## src/rtl/wes_pkg.sv

```systemverilog
// ----------------------------------------------------------------------------
// wes_pkg
// Shared types, constants and codes of the wave equation stencil update unit.
// ----------------------------------------------------------------------------
package wes_pkg;

	localparam int MAX_NX_DEF = 128;
	localparam int MAX_NY_DEF = 128;
	localparam int MAX_NZ_DEF = 128;

	localparam int IDX_W  = 21;
	localparam int VAL_W  = 32;
	localparam int QDEPTH = 2;

	localparam logic [1:0] DIMS_RST = 2'd3;
	localparam logic [7:0] SIZE_RST = 8'd128;

	typedef enum logic [2:0] {
		REG_DIMS,
		REG_SIZE_X,
		REG_SIZE_Y,
		REG_SIZE_Z,
		REG_W_CENTER,
		REG_W_X,
		REG_W_Y,
		REG_W_Z
	} reg_idx_t;

	typedef struct packed {
		logic [1:0] dims;
		logic [7:0] size_x;
		logic [7:0] size_y;
		logic [7:0] size_z;
	} geo_t;

	typedef struct packed {
		logic signed [31:0] w_center;
		logic signed [31:0] w_x;
		logic signed [31:0] w_y;
		logic signed [31:0] w_z;
	} wgt_t;

	typedef struct packed {
		logic [IDX_W-1:0]   n;
		logic signed [31:0] xn;
		logic signed [32:0] sx;
		logic signed [32:0] sy;
		logic signed [32:0] sz;
		logic signed [31:0] yn;
		logic [31:0]        cn;
		logic [1:0]         d;
	} job_t;

	typedef enum logic [3:0] {
		F_IDLE,
		F_W0,
		F_W1,
		F_W2,
		F_CHK,
		F_D1,
		F_D2,
		F_RD,
		F_CP,
		F_WR
	} front_state_t;

	typedef enum logic [2:0] {
		B_IDLE,
		B_MUL,
		B_SUM,
		B_DIV,
		B_OUT
	} back_state_t;

endpackage

```

## src/rtl/wes_div.sv

```systemverilog
// ----------------------------------------------------------------------------
// wes_div
// Unsigned restoring divider, one quotient bit per cycle.
// ----------------------------------------------------------------------------
module wes_div #(
	parameter int W = 32
) (
	input  logic         clk,
	input  logic         arst_n,
	input  logic         start,
	input  logic [W-1:0] dividend,
	input  logic [W-1:0] divisor,
	output logic         busy,
	output logic         done,
	output logic [W-1:0] quo,
	output logic [W-1:0] rem
);

	localparam int CNW = $clog2(W + 1);

	logic [CNW-1:0] cnt_q;
	logic           busy_q;
	logic           done_q;
	logic [W-1:0]   rem_q;
	logic [W-1:0]   quo_q;
	logic [W-1:0]   den_q;
	logic [W:0]     r_sh;
	logic [W:0]     diff;

	assign r_sh = {rem_q, quo_q[W-1]};
	assign diff = r_sh - {1'b0, den_q};

	always_ff @(posedge clk or negedge arst_n) begin
		if (!arst_n) begin
			cnt_q  <= '0;
			busy_q <= 1'b0;
			done_q <= 1'b0;
		end else if (start) begin
			cnt_q  <= CNW'(W);
			busy_q <= 1'b1;
			done_q <= 1'b0;
		end else if (busy_q) begin
			cnt_q <= cnt_q - 1'b1;
			if (cnt_q == CNW'(1)) begin
				busy_q <= 1'b0;
				done_q <= 1'b1;
			end
		end else begin
			done_q <= 1'b0;
		end
	end

	always_ff @(posedge clk) begin
		if (start) begin
			rem_q <= '0;
			quo_q <= dividend;
			den_q <= divisor;
		end else if (busy_q) begin
			if (!diff[W]) begin
				rem_q <= diff[W-1:0];
				quo_q <= {quo_q[W-2:0], 1'b1};
			end else begin
				rem_q <= r_sh[W-1:0];
				quo_q <= {quo_q[W-2:0], 1'b0};
			end
		end
	end

	assign busy = busy_q;
	assign done = done_q;
	assign quo  = quo_q;
	assign rem  = rem_q;

endmodule

```

## src/rtl/wes_back.sv

```systemverilog
// ----------------------------------------------------------------------------
// wes_back
// Evaluates the stencil sum with one shared multiplier, divides by the
// coefficient in 1D, saturates and holds the result in the output register.
// ----------------------------------------------------------------------------
module wes_back (
	input  logic          clk,
	input  logic          arst_n,
	input  wes_pkg::wgt_t wgt,
	input  logic          q_valid,
	output logic          q_pop,
	input  wes_pkg::job_t q_job,
	output logic          m_tvalid,
	input  logic          m_tready,
	output logic [wes_pkg::IDX_W-1:0] point_index,
	output logic [wes_pkg::VAL_W-1:0] y_new,
	output logic          overflow
);

	wes_pkg::back_state_t state_q, state_d;

	wes_pkg::job_t      job_q;
	logic [2:0]         step_q;
	logic signed [31:0] mul_a;
	logic signed [32:0] mul_b;
	logic signed [64:0] prod_d, prod_q;
	logic signed [67:0] acc_q;
	logic signed [43:0] lsum;
	logic signed [59:0] num60;
	logic signed [63:0] num64;
	logic [63:0]        mag;
	logic signed [63:0] term_q;
	logic               zf_q;
	logic               neg_q;
	logic signed [63:0] base;
	logic signed [63:0] res;
	logic               sat;
	logic               ov_q;
	logic               load;
	logic               div_start;
	logic               div_busy, div_done;
	logic [63:0]        div_quo, div_rem;

	always_comb begin
		case (step_q)
			3'd0: begin
				mul_a = wgt.w_center;
				mul_b = {job_q.xn[31], job_q.xn};
			end
			3'd1: begin
				mul_a = wgt.w_x;
				mul_b = job_q.sx;
			end
			3'd2: begin
				mul_a = wgt.w_y;
				mul_b = job_q.sy;
			end
			3'd3: begin
				mul_a = wgt.w_z;
				mul_b = job_q.sz;
			end
			default: begin
				mul_a = '0;
				mul_b = '0;
			end
		endcase
		prod_d = mul_a * mul_b;
	end

	always_comb begin
		lsum  = acc_q[67:24];
		num60 = {lsum, 16'h0000};
		num64 = {{4{num60[59]}}, num60};
		mag   = num64[63] ? 64'(-num64) : 64'(num64);
		base  = $signed({{31{job_q.xn[31]}}, job_q.xn, 1'b0})
			- $signed({{32{job_q.yn[31]}}, job_q.yn});
		res   = base + term_q;
		sat   = !((res[63:31] == '0) || (res[63:31] == '1));
	end

	always_comb begin
		state_d = state_q;
		case (state_q)
			wes_pkg::B_IDLE: begin
				if (q_valid) begin
					state_d = wes_pkg::B_MUL;
				end
			end
			wes_pkg::B_MUL: begin
				if (step_q == 3'd4) begin
					state_d = wes_pkg::B_SUM;
				end
			end
			wes_pkg::B_SUM: begin
				if (job_q.d == 2'd1 && job_q.cn != '0) begin
					state_d = wes_pkg::B_DIV;
				end else begin
					state_d = wes_pkg::B_OUT;
				end
			end
			wes_pkg::B_DIV: begin
				if (div_done) begin
					state_d = wes_pkg::B_OUT;
				end
			end
			wes_pkg::B_OUT: begin
				if (load) begin
					state_d = wes_pkg::B_IDLE;
				end
			end
			default: state_d = wes_pkg::B_IDLE;
		endcase
	end

	always_comb begin
		q_pop     = (state_q == wes_pkg::B_IDLE) && q_valid;
		div_start = (state_q == wes_pkg::B_SUM) && (job_q.d == 2'd1) && (job_q.cn != '0);
		load      = (state_q == wes_pkg::B_OUT) && (!ov_q || m_tready);
	end

	always_ff @(posedge clk or negedge arst_n) begin
		if (!arst_n) begin
			state_q <= wes_pkg::B_IDLE;
			step_q  <= '0;
			ov_q    <= 1'b0;
		end else begin
			state_q <= state_d;
			if (state_q == wes_pkg::B_IDLE) begin
				step_q <= '0;
			end else if (state_q == wes_pkg::B_MUL) begin
				step_q <= step_q + 1'b1;
			end
			if (load) begin
				ov_q <= 1'b1;
			end else if (m_tready) begin
				ov_q <= 1'b0;
			end
		end
	end

	always_ff @(posedge clk) begin
		case (state_q)
			wes_pkg::B_IDLE: begin
				job_q  <= q_job;
				prod_q <= '0;
				acc_q  <= '0;
			end
			wes_pkg::B_MUL: begin
				prod_q <= prod_d;
				acc_q  <= acc_q + 68'(prod_q);
			end
			wes_pkg::B_SUM: begin
				neg_q <= num64[63];
				if (job_q.d == 2'd1) begin
					term_q <= '0;
					zf_q   <= (job_q.cn == '0);
				end else begin
					term_q <= 64'(lsum);
					zf_q   <= 1'b0;
				end
			end
			wes_pkg::B_DIV: begin
				if (div_done) begin
					term_q <= neg_q ? -$signed(div_quo) : $signed(div_quo);
				end
			end
			default: begin
				term_q <= term_q;
			end
		endcase
		if (load) begin
			point_index <= job_q.n;
			y_new       <= sat ? (res[63] ? 32'h8000_0000 : 32'h7FFF_FFFF) : res[31:0];
			overflow    <= sat || zf_q;
		end
	end

	assign m_tvalid = ov_q;

	wes_div #(
		.W(64)
	) u_div (
		.clk      (clk),
		.arst_n   (arst_n),
		.start    (div_start),
		.dividend (mag),
		.divisor  ({32'h0, job_q.cn}),
		.busy     (div_busy),
		.done     (div_done),
		.quo      (div_quo),
		.rem      (div_rem)
	);

endmodule

```

## config.mk

```make
export PLATFORM = sky130hd
export DESIGN_NAME = wes_back
export DESIGN_NICKNAME = d
export VERILOG_FILES = /design/src/rtl/wes_pkg.sv /design/src/rtl/wes_div.sv /design/src/rtl/wes_back.sv
export SDC_FILE = /design/constraint.sdc
export NUM_CORES = 2
export LEC_CHECK = 0
export BUFFER_PORTS_ARGS = -buffer_cell sky130_fd_sc_hd__buf_4
export CORE_UTILIZATION = 60
export DETAILED_ROUTE_END_ITERATION = 8
export GPL_TIMING_DRIVEN = 0
export MAX_ROUTING_LAYER = met4
export PLACE_DENSITY = 0.78
export SYNTH_ARGS = -nofsm -noshare
export SYNTH_HDL_FRONTEND = slang
export SYNTH_SLANG_ARGS = --single-unit
```

## constraint.sdc

```tcl
create_clock -name clk -period 22.3 [get_ports clk]
set_input_delay 4.46 -clock clk [delete_from_list [all_inputs] [get_ports clk]]
set_output_delay 4.46 -clock clk [all_outputs]
set_load 0.02 [all_outputs]
```

After elaboration in Yosys (flattened, before gate mapping)
Index checks and enable logic that the tools add are counted.
{"block": "word_totals", "regBits": 647, "output_inout_bits": 56, "word_cells": 104}
{"block": "op_classes", "n_addsub": 8, "multipliers": 1, "muxes": 33, "reduce_logical": 21, "eq_ne": 16}
{"operator": "$mux 64", "count": 7}
{"operator": "$pmux 68 s2", "count": 1}
{"operator": "$pmux 33 s4", "count": 1}
{"operator": "$pmux 65 s2", "count": 1}
{"operator": "$pmux 32 s4", "count": 1}
{"operator": "$pmux 64 s2", "count": 1}
{"operator": "$add 68x65->68", "count": 1}
{"operator": "$mul 32x33->65", "count": 1}
{"operator": "$sub 65x32->65", "count": 1}
{"operator": "$add 34x64->64", "count": 1}
{"operator": "$mux 32", "count": 2}
{"operator": "$neg 60->64", "count": 1}
{"operator": "$neg 64->64", "count": 1}
{"operator": "$sub 33x32->34", "count": 1}
{"operator": "$eq 33x33->1 const B", "count": 1}
{"operator": "$logic_not 33->1", "count": 1}
{"operator": "$logic_not 32->1", "count": 1}
{"operator": "$reduce_bool 32->1", "count": 1}
{"operator": "$mux 3", "count": 7}
{"operator": "$pmux 3 s5", "count": 1}
{"operator": "$mux 7", "count": 2}
{"operator": "$eq 3x2->1 const B", "count": 4}
{"operator": "$mux 1", "count": 9}
{"operator": "$reduce_bool 2->1", "count": 4}
{"operator": "15 further kinds", "count": 27}

Longest topological paths before layout
{"block": "depth", "word_depth": 6, "ltp_mapped": 38, "ltp_nobuf": 33}

By module
A second synthesis with hierarchy kept.
{"block": "unflattened", "cells_unflattened": 8271, "hier_area_um2": 78217.5}
{"mod": "wes_back", "cells_per_inst": 6973, "n_inst": 1, "area_per_inst_um2": 65967.0, "seq_area_each_um2": 14318.7}
{"mod": "wes_div", "cells_per_inst": 1298, "n_inst": 1, "area_per_inst_um2": 12250.5, "seq_area_each_um2": 5350.1}

Worst setup path before layout
OpenSTA, ideal clock, no wires.
{"block": "synth_path", "kind": "register -> output", "from": "register state_q[1]", "to": "output port q_pop", "path_slack_ps": 1220, "path_stages_with_launch": 3, "n_path_buf": 0, "t_required_ps": 17840, "arrival_time_ps": 16620, "cell_sequence": "dfrtp_1 > nor3_1 > and2_1"}
{"block": "synth_via", "elab_chain_cells": 2}
{"element": "start: declaration", "line": "wes_back.sv:20", "source": "wes_pkg::back_state_t state_q, state_d;"}
{"element": "start signal: assignment", "line": "wes_back.sv:123", "source": "state_q <= wes_pkg::B_IDLE;"}
{"element": "start signal: assignment", "line": "wes_back.sv:127", "source": "state_q <= state_d;"}
{"element": "$logic_not 3->1", "line": "wes_back.sv:116", "source": "q_pop = (state_q == wes_pkg::B_IDLE) && q_valid;"}
{"element": "$logic_and 1x1->1", "line": "wes_back.sv:116"}
{"element": "end: declaration", "line": "wes_back.sv:11", "source": "output logic q_pop,"}
No other way between the ends.

Worst setup path in the final report
{"block": "layout_path", "from": "input port wgt[75] in the netlist's numbering", "to": "register prod_q[57] (data pin)"}
{"block": "layout_via", "elab_chain_cells": 3}
{"element": "start: declaration", "line": "wes_back.sv:9", "source": "input wes_pkg::wgt_t wgt,"}
{"element": "$pmux 32 s4", "line": "wes_back.sv:45", "source": "case (step_q)"}
{"element": "$mul 32x33->65", "line": "wes_back.sv:67", "source": "prod_d = mul_a * mul_b;"}
{"element": "$pmux 65 s2", "line": "wes_back.sv:142", "source": "case (state_q)"}
{"element": "end signal: assignment", "line": "wes_back.sv:149", "source": "prod_q <= prod_d;"}
{"element": "end: declaration", "line": "wes_back.sv:26", "source": "logic signed [64:0] prod_d, prod_q;"}
No other way between the ends.
A chain may end at the register's enable or synchronous reset.

==> results.yml <==
run_status:
  status: "complete, but fails checks"
  violations: "design-rule violations"
timing:
  finalClockSkew_ns: 0.0441
  fmax_ghz: 0.0666
  tns_ns: 0
  slew_headroom_pct: 1.00
  grt_setup_unrepaired: "no"
  worst_slack_ns: 7.29
  setup_viol: 0
  fin_crit_ns: 15.01
  hold_viol_final: 0
  worstMarginPinSlew_ns: 1.48
  maxSlewViolCount: 0
  period_share_pct: 67.3
yosys:
  yosys.area.top_type: "fa_1"
  avgSynthCellArea_um2: 9.44
  synth.top_cells.by_count: "inv_1, fa_1, nand2_1, nor2_1, edfxtp_1"
  yosysSeqAreaShare_pct: 24.9
  ys.warnings.count: 0
  synth_edf_count: 567
  synth_cell_types: 102
  synth.most_common_cell: "inv_1"
  syn_area_um2: 75000
  synth_seq_cells: 647
  synth_async_sr_flop_share_pct: 2.47
  synthTopCellsByArea: "fa_1, edfxtp_1, inv_1"
  synth_flop_cell: "edfxtp_1"
  synth_top_area_share_pct: 31.4
  syn_nets: 9836
  synthCells: 7951
cts:
  clock_path_buffers: 3
  clkTransAtPathRegs_ns: 0.06
  insertion_delay_ns: 0.72
  cts_tree: "built"
  post-cts-setup-buffers: 0
  clockRootBuffer: "clkbuf_16"
  ctsHoldBuffers: 0
  ctsResizeCount: 0
  cts_buffers: 73
  clock-sinks: 647
  htree_levels: 3
critical_path:
  worst-setup-path-type: "input port to flip-flop"
  r2r_cells: 34
  critPathMaxFanout: 10
  endpoint_kind: "flip-flop"
  worstSetupStartpointType: "input port"
  worstPathArrival_ns: 15.40
  path_common_cell: "fa_1"
  slowest_delay_ns: 1.08
  crit_required_ns: 22.69
  cp_slowest_cell: "clkbuf_1"
die:
  core_area_um2: 124000
  die_h_um: 356
  initial_core_util_pct: 60.6
  num_rows: 129
  fp.dieW_um: 356
  dieArea_um2: 126000
  io_pins: 406
hold_path:
  hold_depth: 0
  hp-class: "flip-flop to flip-flop"
route:
  drc: 164
  detail_route.iter0.violations: 7467
  num_vias: 62800
  wl_um: 279000
  drt_pass1_iterations: 9
  vias_per_cell: 6.16
  wl_per_cell_um: 27.3
  ant_nets: 0
layout:
  drive_gt1_share_pct: 7.52
  final_util_pct: 67.2
  fin_nets: 10300
  fin_area_um2: 83200
  fillers: 9995
  synthToLayoutAreaGrowth_pct: 10.9
global_route:
  grt_max_degree: 65
  grt_pass1_vias: 62100
  antenna_found_initial: 30
  grt_usage_pct: 45.7
  globalRoute.totalOverflow: 0
  grt_pass1_wl_um: 402000
placement:
  post-place-ws_ns: 7.11
  place_hpwl_um: 228000
  gp_congestion: 1.12
  port_buffers: 405
  dpl_cell_area_um2: 80600
run:
  cap_violations: 0
==> per-stage QoR <==
stage          instances  hold slack, ns
2_1_floorplan       7951           0.400
3_3_place_gp        9993           0.401
3_5_place_dp       10000           0.409
4_1_cts            10200           0.429
5_1_grt            10200           0.431
6_report           10200           0.421
==> registers in the layout (all words and copies together) (netlist names) <==
register,count
step_q,3
point_index,21
y_new,32
neg_q,1
prod_q,65
u_div.quo,64
u_div.rem,64
u_div.done,1
state_q,3
acc_q,68
zf_q,1
u_div.den_q,32
m_tvalid,1
overflow,1
u_div.cnt_q,7
term_q,64
job_q,218
u_div.busy,1
==> routing by layer <==
layer | routed length, um | GRT usage, % | share of wire, %
met1 | 101000 | 55.5 | 36
met3 | 40400 | 17.8 | 14
met5 | 0 | - | 0
met4 | 20200 | 27.0 | 7.2
met2 | 117000 | 64.2 | 42
==> area by class of cell <==
class | count | area [um2] | share of cell area [%]
Antenna cell | 35 | 87.6 | 0.105
Clock buffer | 90 | 1940 | 2.33
Sequential cell | 647 | 18700 | 22.5
Multi-Input combinational cell | 5617 | 50000 | 60.1
Clock inverter | 42 | 546 | 0.656
Buffer | 371 | 1460 | 1.75
Inverter | 1316 | 4940 | 5.94
Tap cell | 1637 | 2050 | 2.46
Timing Repair Buffer | 437 | 3510 | 4.21
==> final timing paths <==
path / from / slack [ns] / endpoint
worst max-delay path: wgt[75] / 7.29 / prod_q[57]
worst min-delay path: job_q[212] / 0.42 / point_index[15]
max in group asynchronous: arst_n / 18.44 / u_div.busy
min in group asynchronous: arst_n / 3.62 / step_q[2]
worst max register to register: step_q[0] / 7.78 / prod_q[57]
worst min register to register: job_q[212] / 0.42 / point_index[15]
==> kinds of logic (layout without fill, tap and decap cells) <==
logic type / count (synthesis) / in the layout / share of synthesized area [%]
compound gates: 1128 / 1128 / 9.47
flops: 647 / 647 / 24.9
other cells: 0 / 35 / 0
fa+ha+maj: 1535 / 1535 / 37.4
mux: 18 / 18 / 0.245
simple gates: 2606 / 2606 / 15.6
xor+xnor: 330 / 330 / 3.85
buf+inv: 1687 / 2256 / 8.52
==> critical path, delay by kind of cell <==
family	cells	cell delay [ns]
adder cells (fa/ha/maj)	9	4.35
AO/OA/AOI/OAI	9	3.21
buffers and inverters	6	2.48
AND/OR/NAND/NOR	5	0.64
XOR/XNOR	1	0.24
==> cell usage in the layout, fill, tap and decap left out, drive strengths merged, types with 47 or more instances in the layout <==
cell type / netlist / final
nand2: 1017 / 1017
xor2: 198 / 198
o21ai: 330 / 330
nor2b: 53 / 53
nand4: 111 / 111
buf: 43 / 479
fa: 1177 / 1177
a21oi: 298 / 298
ha: 358 / 358
and4: 59 / 59
and3: 51 / 51
edfxtp: 567 / 567
dfxtp: 64 / 64
a21o: 134 / 134
xnor2: 132 / 132
inv: 1314 / 1315
o31ai: 47 / 47
nor3: 83 / 83
nand3: 118 / 118
nor2: 864 / 864
clkbuf: 328 / 419
Power is left out: the tool's default activity adds up to more than one toggle a clock period on the data nets, which glitch-free logic cannot reach.
