==> src/rtl/wes_pkg.sv <==
// ----------------------------------------------------------------------------
// wes_pkg
// Shared types, constants and codes of the wave equation stencil update unit.
// ----------------------------------------------------------------------------
package wes_pkg;

	localparam int MAX_NX_DEF = 128;
	localparam int MAX_NY_DEF = 128;
	localparam int MAX_NZ_DEF = 128;

	localparam int IDX_W  = 21;
	localparam int VAL_W  = 32;
	localparam int QDEPTH = 2;

	localparam logic [1:0] DIMS_RST = 2'd3;
	localparam logic [7:0] SIZE_RST = 8'd128;

	typedef enum logic [2:0] {
		REG_DIMS,
		REG_SIZE_X,
		REG_SIZE_Y,
		REG_SIZE_Z,
		REG_W_CENTER,
		REG_W_X,
		REG_W_Y,
		REG_W_Z
	} reg_idx_t;

	typedef struct packed {
		logic [1:0] dims;
		logic [7:0] size_x;
		logic [7:0] size_y;
		logic [7:0] size_z;
	} geo_t;

	typedef struct packed {
		logic signed [31:0] w_center;
		logic signed [31:0] w_x;
		logic signed [31:0] w_y;
		logic signed [31:0] w_z;
	} wgt_t;

	typedef struct packed {
		logic [IDX_W-1:0]   n;
		logic signed [31:0] xn;
		logic signed [32:0] sx;
		logic signed [32:0] sy;
		logic signed [32:0] sz;
		logic signed [31:0] yn;
		logic [31:0]        cn;
		logic [1:0]         d;
	} job_t;

	typedef enum logic [3:0] {
		F_IDLE,
		F_W0,
		F_W1,
		F_W2,
		F_CHK,
		F_D1,
		F_D2,
		F_RD,
		F_CP,
		F_WR
	} front_state_t;

	typedef enum logic [2:0] {
		B_IDLE,
		B_MUL,
		B_SUM,
		B_DIV,
		B_OUT
	} back_state_t;

endpackage

==> src/rtl/wes_queue.sv <==
// ----------------------------------------------------------------------------
// wes_queue
// Short job queue between the front and back parts.
// ----------------------------------------------------------------------------
module wes_queue (
	input  logic          clk,
	input  logic          arst_n,
	input  logic          push,
	input  wes_pkg::job_t job_in,
	output logic          full,
	input  logic          pop,
	output logic          valid,
	output wes_pkg::job_t job_out
);

	localparam int PW = (wes_pkg::QDEPTH > 1) ? $clog2(wes_pkg::QDEPTH) : 1;
	localparam int CW = $clog2(wes_pkg::QDEPTH + 1);

	wes_pkg::job_t  ent_q [wes_pkg::QDEPTH];
	logic [PW-1:0]  wp_q;
	logic [PW-1:0]  rp_q;
	logic [CW-1:0]  cnt_q;
	logic           do_push;
	logic           do_pop;

	assign full    = (cnt_q == CW'(wes_pkg::QDEPTH));
	assign valid   = (cnt_q != '0);
	assign do_push = push && !full;
	assign do_pop  = pop && valid;
	assign job_out = ent_q[rp_q];

	always_ff @(posedge clk or negedge arst_n) begin
		if (!arst_n) begin
			wp_q  <= '0;
			rp_q  <= '0;
			cnt_q <= '0;
		end else begin
			if (do_push) begin
				wp_q <= (wp_q == PW'(wes_pkg::QDEPTH - 1)) ? '0 : wp_q + 1'b1;
			end
			if (do_pop) begin
				rp_q <= (rp_q == PW'(wes_pkg::QDEPTH - 1)) ? '0 : rp_q + 1'b1;
			end
			if (do_push && !do_pop) begin
				cnt_q <= cnt_q + 1'b1;
			end else if (do_pop && !do_push) begin
				cnt_q <= cnt_q - 1'b1;
			end
		end
	end

	always_ff @(posedge clk) begin
		if (do_push) begin
			ent_q[wp_q] <= job_in;
		end
	end

endmodule

==> config.mk <==
export PLATFORM = sky130hd
export DESIGN_NAME = wes_queue
export DESIGN_NICKNAME = d
export VERILOG_FILES = /design/src/rtl/wes_pkg.sv /design/src/rtl/wes_queue.sv
export SDC_FILE = /design/constraint.sdc
export NUM_CORES = 1
export LEC_CHECK = 0
export ABC_AREA = 0
export BUFFER_PORTS_ARGS = -buffer_cell sky130_fd_sc_hd__buf_4
export CELL_PAD_IN_SITES_DETAIL_PLACEMENT = 0
export CELL_PAD_IN_SITES_GLOBAL_PLACEMENT = 1
export CORE_MARGIN = 4
export CORE_UTILIZATION = 45
export DETAILED_ROUTE_END_ITERATION = 10
export GPL_TIMING_DRIVEN = 0
export PLACE_DENSITY_LB_ADDON = 0.1
export RECOVER_POWER = 50
export SYNTH_ARGS = -nofsm -noshare
export SYNTH_HDL_FRONTEND = slang
export SYNTH_SLANG_ARGS = --single-unit
==> constraint.sdc <==
create_clock -name clk -period 25.2 [get_ports clk]
set_clock_uncertainty 0.2 [all_clocks]
set_input_delay 3.78 -clock clk [delete_from_list [all_inputs] [get_ports clk]]
set_output_delay 3.78 -clock clk [all_outputs]
set_load 0.05 [all_outputs]
Yosys cells after proc, flatten, opt, wreduce, memory -nomap -nowiden
Memory sizes are Yosys's and may differ from the RTL's. Index checks and enable logic that the tools add are counted.

Register bits: 4. Bits in latches: 0. Memory bits (writable): 436. Bits in read-only memories: 0. Bits of input ports: 222. Output and inout bits: 220. Memories: 1.

Memories: ent_q (depth 2, width 218, read ports 1, clocked after memory_dff 0, write ports 1, RTL line wes_queue.sv:19) `wes_pkg::job_t ent_q [wes_pkg::QDEPTH];`.

$add $sub $neg: 4. Multiply operators: 0. Div/mod/pow operators: 0. Magnitude comparators: 0. Equal/unequal tests: 1. Shift-type cells: 0. Multiplexer cells: 6. Bitwise logic cells: 0. Reductions and logical operators: 9.

Operators with widths (number): $logic_and 1x1->1 (4); $mux 1 (4); $mux 2 (2); $reduce_bool 2->1 (2); $logic_not 1->1 (3); $add 1x1->1 const B (2); $add 2x1->2 const B (1); $eq 2x2->1 const B (1); $sub 2x1->2 const B (1).

Longest topological paths before layout
Gate-level depths: netlist (run 1).

Word-level depth: 7. Mapped depth: 7. Gate-level depth less buffers: 7.

Worst setup path before layout (run 1)
Ideal clock, no wire load.

Path kind: input port to flip-flop. Start point: input push. End point: memory ent_q[0][0] (netlist bit), enable pin. Arrival: 12904 ps. Slack: 11296 ps. Stages: 2. Path buffers: 0. Cells stage by stage: nand2_1 -> nor2_1.

Word-level cells in the longest chain between the ends: 3.

Ends and longest elaborated chain: from (decl) (RTL line wes_queue.sv:8) `input logic push,`; $logic_and 1x1->1 (RTL line wes_queue.sv:28) `assign do_push = push && !full;`; $mux 1 (RTL line wes_queue.sv:53) `if (do_push) begin`; $mux 1 (not written as such) (RTL line wes_queue.sv:54) `ent_q[wp_q] <= job_in;`; to (decl) (RTL line wes_queue.sv:19).

No other way between the ends.

Worst setup path in the final report (run 1)
Start point: input push. End point: memory ent_q[1][200] (netlist bit), enable pin.

The elaborated chain is that of the path after synthesis.

==> results of run 1 <==
==> final timing paths <==
| check | startpoint | endpoint | slack, ps | cells past startpoint |
|---|---|---|---|---|
| max reg2reg | cnt_q[0] | ent_q[1][200] | 20610 | 3 |
| min in group asynchronous | arst_n | cnt_q[1] | 2860 | 1 |
| min | cnt_q[1] | cnt_q[1] | 300 | 1 |
| min reg2reg | cnt_q[1] | cnt_q[1] | 300 | 1 |
| max | push | ent_q[1][200] | 17860 | 3 |
| max in group asynchronous | arst_n | wp_q | 21750 | 1 |
==> layout make-up <==
cell class / instances / area (um2) / share of cell area
antenna: 3 / 7.51 / 0.000351
buffer: 24 / 267 / 0.0124
clock buffer: 61 / 1270 / 0.0594
clock inverter: 22 / 114 / 0.00532
inverter: 2 / 7.51 / 0.000351
multi-input combinational: 231 / 2540 / 0.119
sequential: 440 / 13200 / 0.616
tap: 455 / 569 / 0.0266
timing repair buffer: 454 / 3440 / 0.161
==> cells by family (layout without fill, tap and decap cells) <==
logic type	after synthesis	count (layout)	synth area share
xor+xnor	5	5	0.00274
fa+ha+maj	1	1	0.000781
buf+inv	26	563	0.0171
flops	440	440	0.824
mux	218	218	0.153
other cells	0	3	0
simple gates	7	7	0.00211
==> through the flow <==
stage,hold slack (ps),power [mW],cells,util,area [um2]
global route,322,3.13,1692,0.615,21400
floorplan,256,2.03,697,-,16000
detailed placement,293,2.43,1606,0.581,20200
global placement,275,2.47,1593,0.572,19900
CTS,304,3.06,1689,0.621,21600
finish,296,3.01,1692,0.615,21400
==> power by group <==
group | switching (mW) | internal (mW)
clock network | 0.259 | 0.362
logic | 0.903 | 0.449
registers | 0.0308 | 1.00
total | 1.19 | 1.81
==> layout by cell type (no fill, tap or decap), types with 3 or more instances in the layout <==
master | Yosys | layout
dfrtp_1 | 4 | 4
diode_2 | 0 | 3
buf_16 | 0 | 6
mux2_2 | 218 | 218
buf_6 | 23 | 23
xnor2_1 | 3 | 3
clkinv_1 | 0 | 17
clkbuf_1 | 0 | 51
buf_12 | 0 | 5
edfxtp_1 | 436 | 436
clkbuf_16 | 0 | 49
buf_4 | 1 | 221
clkinv_2 | 0 | 4
clkbuf_4 | 0 | 183
==> sequential cells by signal, summed over array words and instances (netlist names) <==
signal  cells
rp_q        1
ent_q     436
cnt_q       2
wp_q        1
==> metal layers <==
metal  share of wire  global-route usage  vias up
li1                -                   -     3805
met1            0.35               0.205     4024
met2            0.51               0.310      305
met3            0.11              0.0788       66
met4           0.025              0.0670       10
met5          0.0023                   0        -
==> worst max-delay path, stage by stage <==
cell      delay [ps]
clkbuf_4         100
and3_1          1100
clkbuf_1        2180
==> Yosys cell counts (all sizes together) <==
cell type	count	area, um2
nand2	2	7.51
nor2	2	7.51
mux2	218	2450
or2	1	6.26
inv	2	7.51
edfxtp	436	13100
buf	24	267
xnor2	3	26.3
and3	1	6.26
xor2	2	17.5
nand2b	1	6.26
ha	1	12.5
dfrtp	4	100
==> impl_metrics.py, run 1 <==
metrics = {
    "timing": {
        "fmax_ghz": 0.136,
        "setup_tns_ps": 0,
        "grt_setup_unrepaired": "no",
        "setup_viol": 0,
        "min_period_over_period": 0.291,
        "maxSlewViolCount": 110,
        "fin_crit_ps": 7340,
        "final_hold_viol_count": 0,
        "tightest_slew_ps": 2980,
        "layout_setup_ws_ps": 17860,
        "relSlewSlack": -0.989,
    },
    "critical_path": {
        "cp_data_required_time_ps": 25100,
        "worstPathArrival_ps": 7230,
        "start_kind": "primary input",
        "critPathCaptureType": "flip-flop",
        "worst-path-max-fanout": 51,
        "critPathKind": "primary input to flip-flop",
    },
    "power": {
        "ir_drop_uv": 83.9,
        "p_per_area_nw_per_um2": 140,
        "power.leakage_nw": 7.89,
    },
    "final_layout": {
        "n_fill_cell": 2589,
        "drive_above_1_share": 0.576,
        "fin_nets": 1422,
        "syn_to_final_growth_pct": 33.7,
    },
    "placed_design": {
        "hpwl_mm": 25.7,
        "dpl_worst_slack_ps": 19270,
        "io_buffers": 441,
        "gp_congestion": 0.728,
    },
    "die": {
        "die_x_um": 197,
        "die_area_um2": 38700,
        "io_pins": 442,
        "initial_utilization": 0.460,
        "rows": 68,
        "core_um2": 34800,
        "die_h_um": 197,
    },
    "global_route": {
        "grt.overflow.total": 0,
        "grt_max_degree": 59,
        "grt_pass1_vias": 8825,
        "antenna_found_initial": 8,
        "track_usage": 0.182,
        "grt_pass1_wl_mm": 52.9,
    },
    "clock_tree": {
        "clk_latency_ps": 540,
        "clock-sinks": 440,
        "cts.root.buffer_cell": "clkbuf_16",
        "cts_setup_buffers": 0,
        "clkTransAtPathRegs_ps": 60,
        "numCtsBuffers": 46,
        "htreeDepth": 2,
        "cts_tree": "built",
        "cts_hold_buf": 0,
        "clockBufferDepth": 3,
        "post_cts_resized": 0,
    },
    "synth": {
        "synthesis.area_um2": 16000,
        "avgSynthCellArea_um2": 23.0,
        "ys_seq_area_frac": 0.824,
        "synth-seq-cells": 440,
        "yosysWarningCount": 0,
        "ys_types": 14,
        "synth_nets": 920,
        "syn_inst": 697,
    },
    "drt": {
        "vias": 8210,
        "drt.antenna.violating_nets": 0,
        "avgViaCountPerCell": 4.85,
        "wl_mm": 35.9,
        "wl_per_cell_um": 21.2,
        "first_iter_violations": 309,
        "first_pass_iters": 4,
        "route.detailed.drc": 0,
    },
    "run_status": {
        "violations": "capacitance limit, slew limit",
        "status": "finished with violations",
    },
    "min_path": {
        "min_path_type": "flip-flop to flip-flop",
    },
    "job": {
        "max_cap_violations": 3,
    },
}
Power figures use the tool's default switching activity.
==> inputs of run 2 (changes only) <==
--- a/config.mk
+++ b/config.mk
@@ -5,12 +5,12 @@
 export SDC_FILE = /design/constraint.sdc
 export NUM_CORES = 1
 export LEC_CHECK = 0
-export ABC_AREA = 0
+export ABC_AREA = 1
 export BUFFER_PORTS_ARGS = -buffer_cell sky130_fd_sc_hd__buf_4
 export CELL_PAD_IN_SITES_DETAIL_PLACEMENT = 0
 export CELL_PAD_IN_SITES_GLOBAL_PLACEMENT = 1
 export CORE_MARGIN = 4
-export CORE_UTILIZATION = 45
+export CORE_UTILIZATION = 42
 export DETAILED_ROUTE_END_ITERATION = 10
 export GPL_TIMING_DRIVEN = 0
 export PLACE_DENSITY_LB_ADDON = 0.1
==> constraint.sdc (replaced) <==
create_clock -name clk -period 7.2 [get_ports clk]
set_clock_uncertainty 0.2 [all_clocks]
set_input_delay 1.08 -clock clk [delete_from_list [all_inputs] [get_ports clk]]
set_output_delay 1.08 -clock clk [all_outputs]
set_load 0.05 [all_outputs]
==> impl_metrics.py, run 2 <==
metrics = {
    "run_status": {
        "status": "finished with violations",
        "violations": "capacitance limit, slew limit",
    },
    "synth": {
        "synth_xor_area_frac": 0.000545,
        "synthArstFlopShare": 0.00909,
        "synthesis.area_um2": 16100,
        "yosys.cell_count.top_type": "nand2_1",
        "synth-simple-area-share": 0.157,
        "yosysWarningCount": 0,
        "synth_nets": 1393,
        "ys_top_cells_by_count": "nand2_1, edfxtp_1, buf_2, buf_4, inv_1",
        "avgSynthCellArea_um2": 13.7,
        "ys_seq_area_frac": 0.821,
        "ys_types": 13,
        "syn_inst": 1170,
        "synth_area_leaders": "edfxtp_1, nand2_1, buf_4, buf_2, dfrtp_1",
        "synth_enable_flop_cells": 436,
        "synth_top_family_by_area": "simple AND/OR/NAND/NOR gates",
        "synth_top_area_share": 0.815,
        "synth_fa_ha_area_frac": 0.000779,
        "synth_compound_area_frac": 0.000312,
        "synthFlopType": "edfxtp_1",
        "synth-seq-cells": 440,
        "synthMuxAreaShare": 0,
        "yosysTopAreaCell": "edfxtp_1",
    },
    "clock_tree": {
        "clk_latency_ps": 560,
        "htreeDepth": 2,
        "clockBufferDepth": 3,
        "clock-sinks": 440,
        "numCtsBuffers": 46,
        "cts_tree": "built",
        "cts_hold_buf": 0,
        "clkTransAtPathRegs_ps": 60,
        "cts_setup_buffers": 0,
        "post_cts_resized": 0,
        "cts.root.buffer_cell": "clkbuf_16",
    },
    "timing": {
        "fin_crit_ps": 4170,
        "final_hold_viol_count": 0,
        "grt_setup_unrepaired": "no",
        "min_period_over_period": 0.579,
        "fmax_ghz": 0.240,
        "tightest_slew_ps": 1810,
        "relSlewSlack": -0.206,
        "hold_ws_ps": 163,
        "setup_viol": 0,
        "maxSlewViolCount": 97,
    },
    "drt": {
        "wl_per_cell_um": 18.1,
        "route.detailed.drc": 0,
        "vias": 10100,
        "first_pass_iters": 5,
        "wl_mm": 40.3,
        "drt.antenna.violating_nets": 0,
        "avgViaCountPerCell": 4.55,
        "first_iter_violations": 525,
    },
    "final_layout": {
        "reg_top3": "ent_q: 436 flops, cnt_q: 2 flops",
        "most-common-layout-cells": "nand2_1, edfxtp_1, buf_4",
        "n_fill_cell": 3207,
        "regMostFlops": "ent_q",
        "largest_reg_flops": 436,
        "drive_above_1_share": 0.300,
        "syn_to_final_growth_pct": 34.0,
        "fin_area_um2": 21500,
        "mostFrequentLayoutCell": "nand2_1",
        "fin_nets": 1892,
    },
    "die": {
        "die_area_um2": 41400,
        "rows": 71,
        "initial_utilization": 0.426,
        "core_um2": 37700,
        "die_x_um": 204,
        "io_pins": 442,
        "die_h_um": 204,
    },
    "critical_path": {
        "critPathCaptureType": "flip-flop",
        "worst-path-max-fanout": 20,
        "cp_data_required_time_ps": 7260,
        "start_kind": "primary input",
        "critPathKind": "primary input to flip-flop",
        "worstPathArrival_ps": 4230,
        "cp-startpoint": "push",
        "r2r-start": "cnt_q[1]",
    },
    "power": {
        "ir_drop_uv": 322,
        "p_per_area_nw_per_um2": 518,
        "power.leakage_nw": 9.04,
    },
    "placed_design": {
        "gp_congestion": 0.749,
        "hpwl_mm": 27.9,
        "io_buffers": 441,
        "placed_area_um2": 20300,
    },
    "min_path": {
        "min_path_type": "primary input to asynchronous set/reset pin",
    },
    "global_route": {
        "grt_pass1_wl_mm": 59.3,
        "antenna_found_initial": 15,
        "track_usage": 0.189,
        "grt.overflow.total": 0,
        "grt_max_degree": 117,
        "grt_pass1_vias": 10000,
    },
    "job": {
        "max_cap_violations": 4,
    },
}
run 2: cell count changes after synthesis, moves of 5 or more:
cell     previous run  this run
nand2_1             2       665
mux2_2            218         0
buf_2               0        28
buf_6              23         0
buf_4               1        20
inv_1               2         7
run 2: final timing paths:
path	endpoint	slack, ps	cells after the start
worst max-delay path	ent_q[1][102]	3030	6
worst min-delay path	rp_q	160	1
worst max register to register	ent_q[1][102]	3170	6
worst min register to register	cnt_q[1]	270	2
max in group asynchronous	wp_q	6420	1
min in group clk	cnt_q[1]	270	2
run 2: final cells by class:
cell class                      count  area, um2  share of cell area
Tap cell                          511        639              0.0297
Clock buffer                       61       1270              0.0591
Clock inverter                     24        214             0.00994
Antenna cell                       10       25.0             0.00116
Sequential cell                   440      13200               0.613
Buffer                             48        289              0.0134
Timing Repair Buffer              451       3300               0.153
Inverter                            8       37.5             0.00174
Multi-Input combinational cell    674       2550               0.119
run 2: cell families after synthesis:
group	after synthesis
AOI/OAI and AO/OA	1
xor gates and xnor gates	1
adders and majority gates	1
buffers and inverters	56
DFF	440
and+or+nand+nor	671
run 2: stage by stage:
stage | instances | TNS, ps | power (mW) | utilization | setup WS (ps)
final | 2227 | 0 | 11.2 | 0.571 | 3030
after global routing | 2222 | 0 | 11.7 | 0.571 | 2760
after CTS | 2217 | 0 | 11.3 | 0.578 | 3750
after detailed placement | 2132 | 0 | 9.01 | 0.538 | 3830
after global placement | 2122 | -470800 | 9.06 | 0.532 | -2080
after floorplan | 1170 | 0 | 7.23 | - | 896
run 2: metal layers:
metal	wire length (um)	up-vias	GRT usage	part of all wire
met5	91	-	0	0.0023
met4	901	14	0.0602	0.022
met3	4050	65	0.0790	0.10
met2	19900	326	0.313	0.49
met1	15400	4732	0.225	0.38
li1	-	4995	-	-
run 2: critical path, cell delays in order:
cell      delay [ps]
clkbuf_4         110
o21ai_0          100
nor2_1          1250
clkbuf_1        1230
buf_16           250
buf_16           180
run 2: where the power goes:
part           switching (mW)  internal [mW]
Combinational            3.91           1.32
Sequential              0.114           3.50
Clock                   0.933           1.38
Total                    4.95           6.20
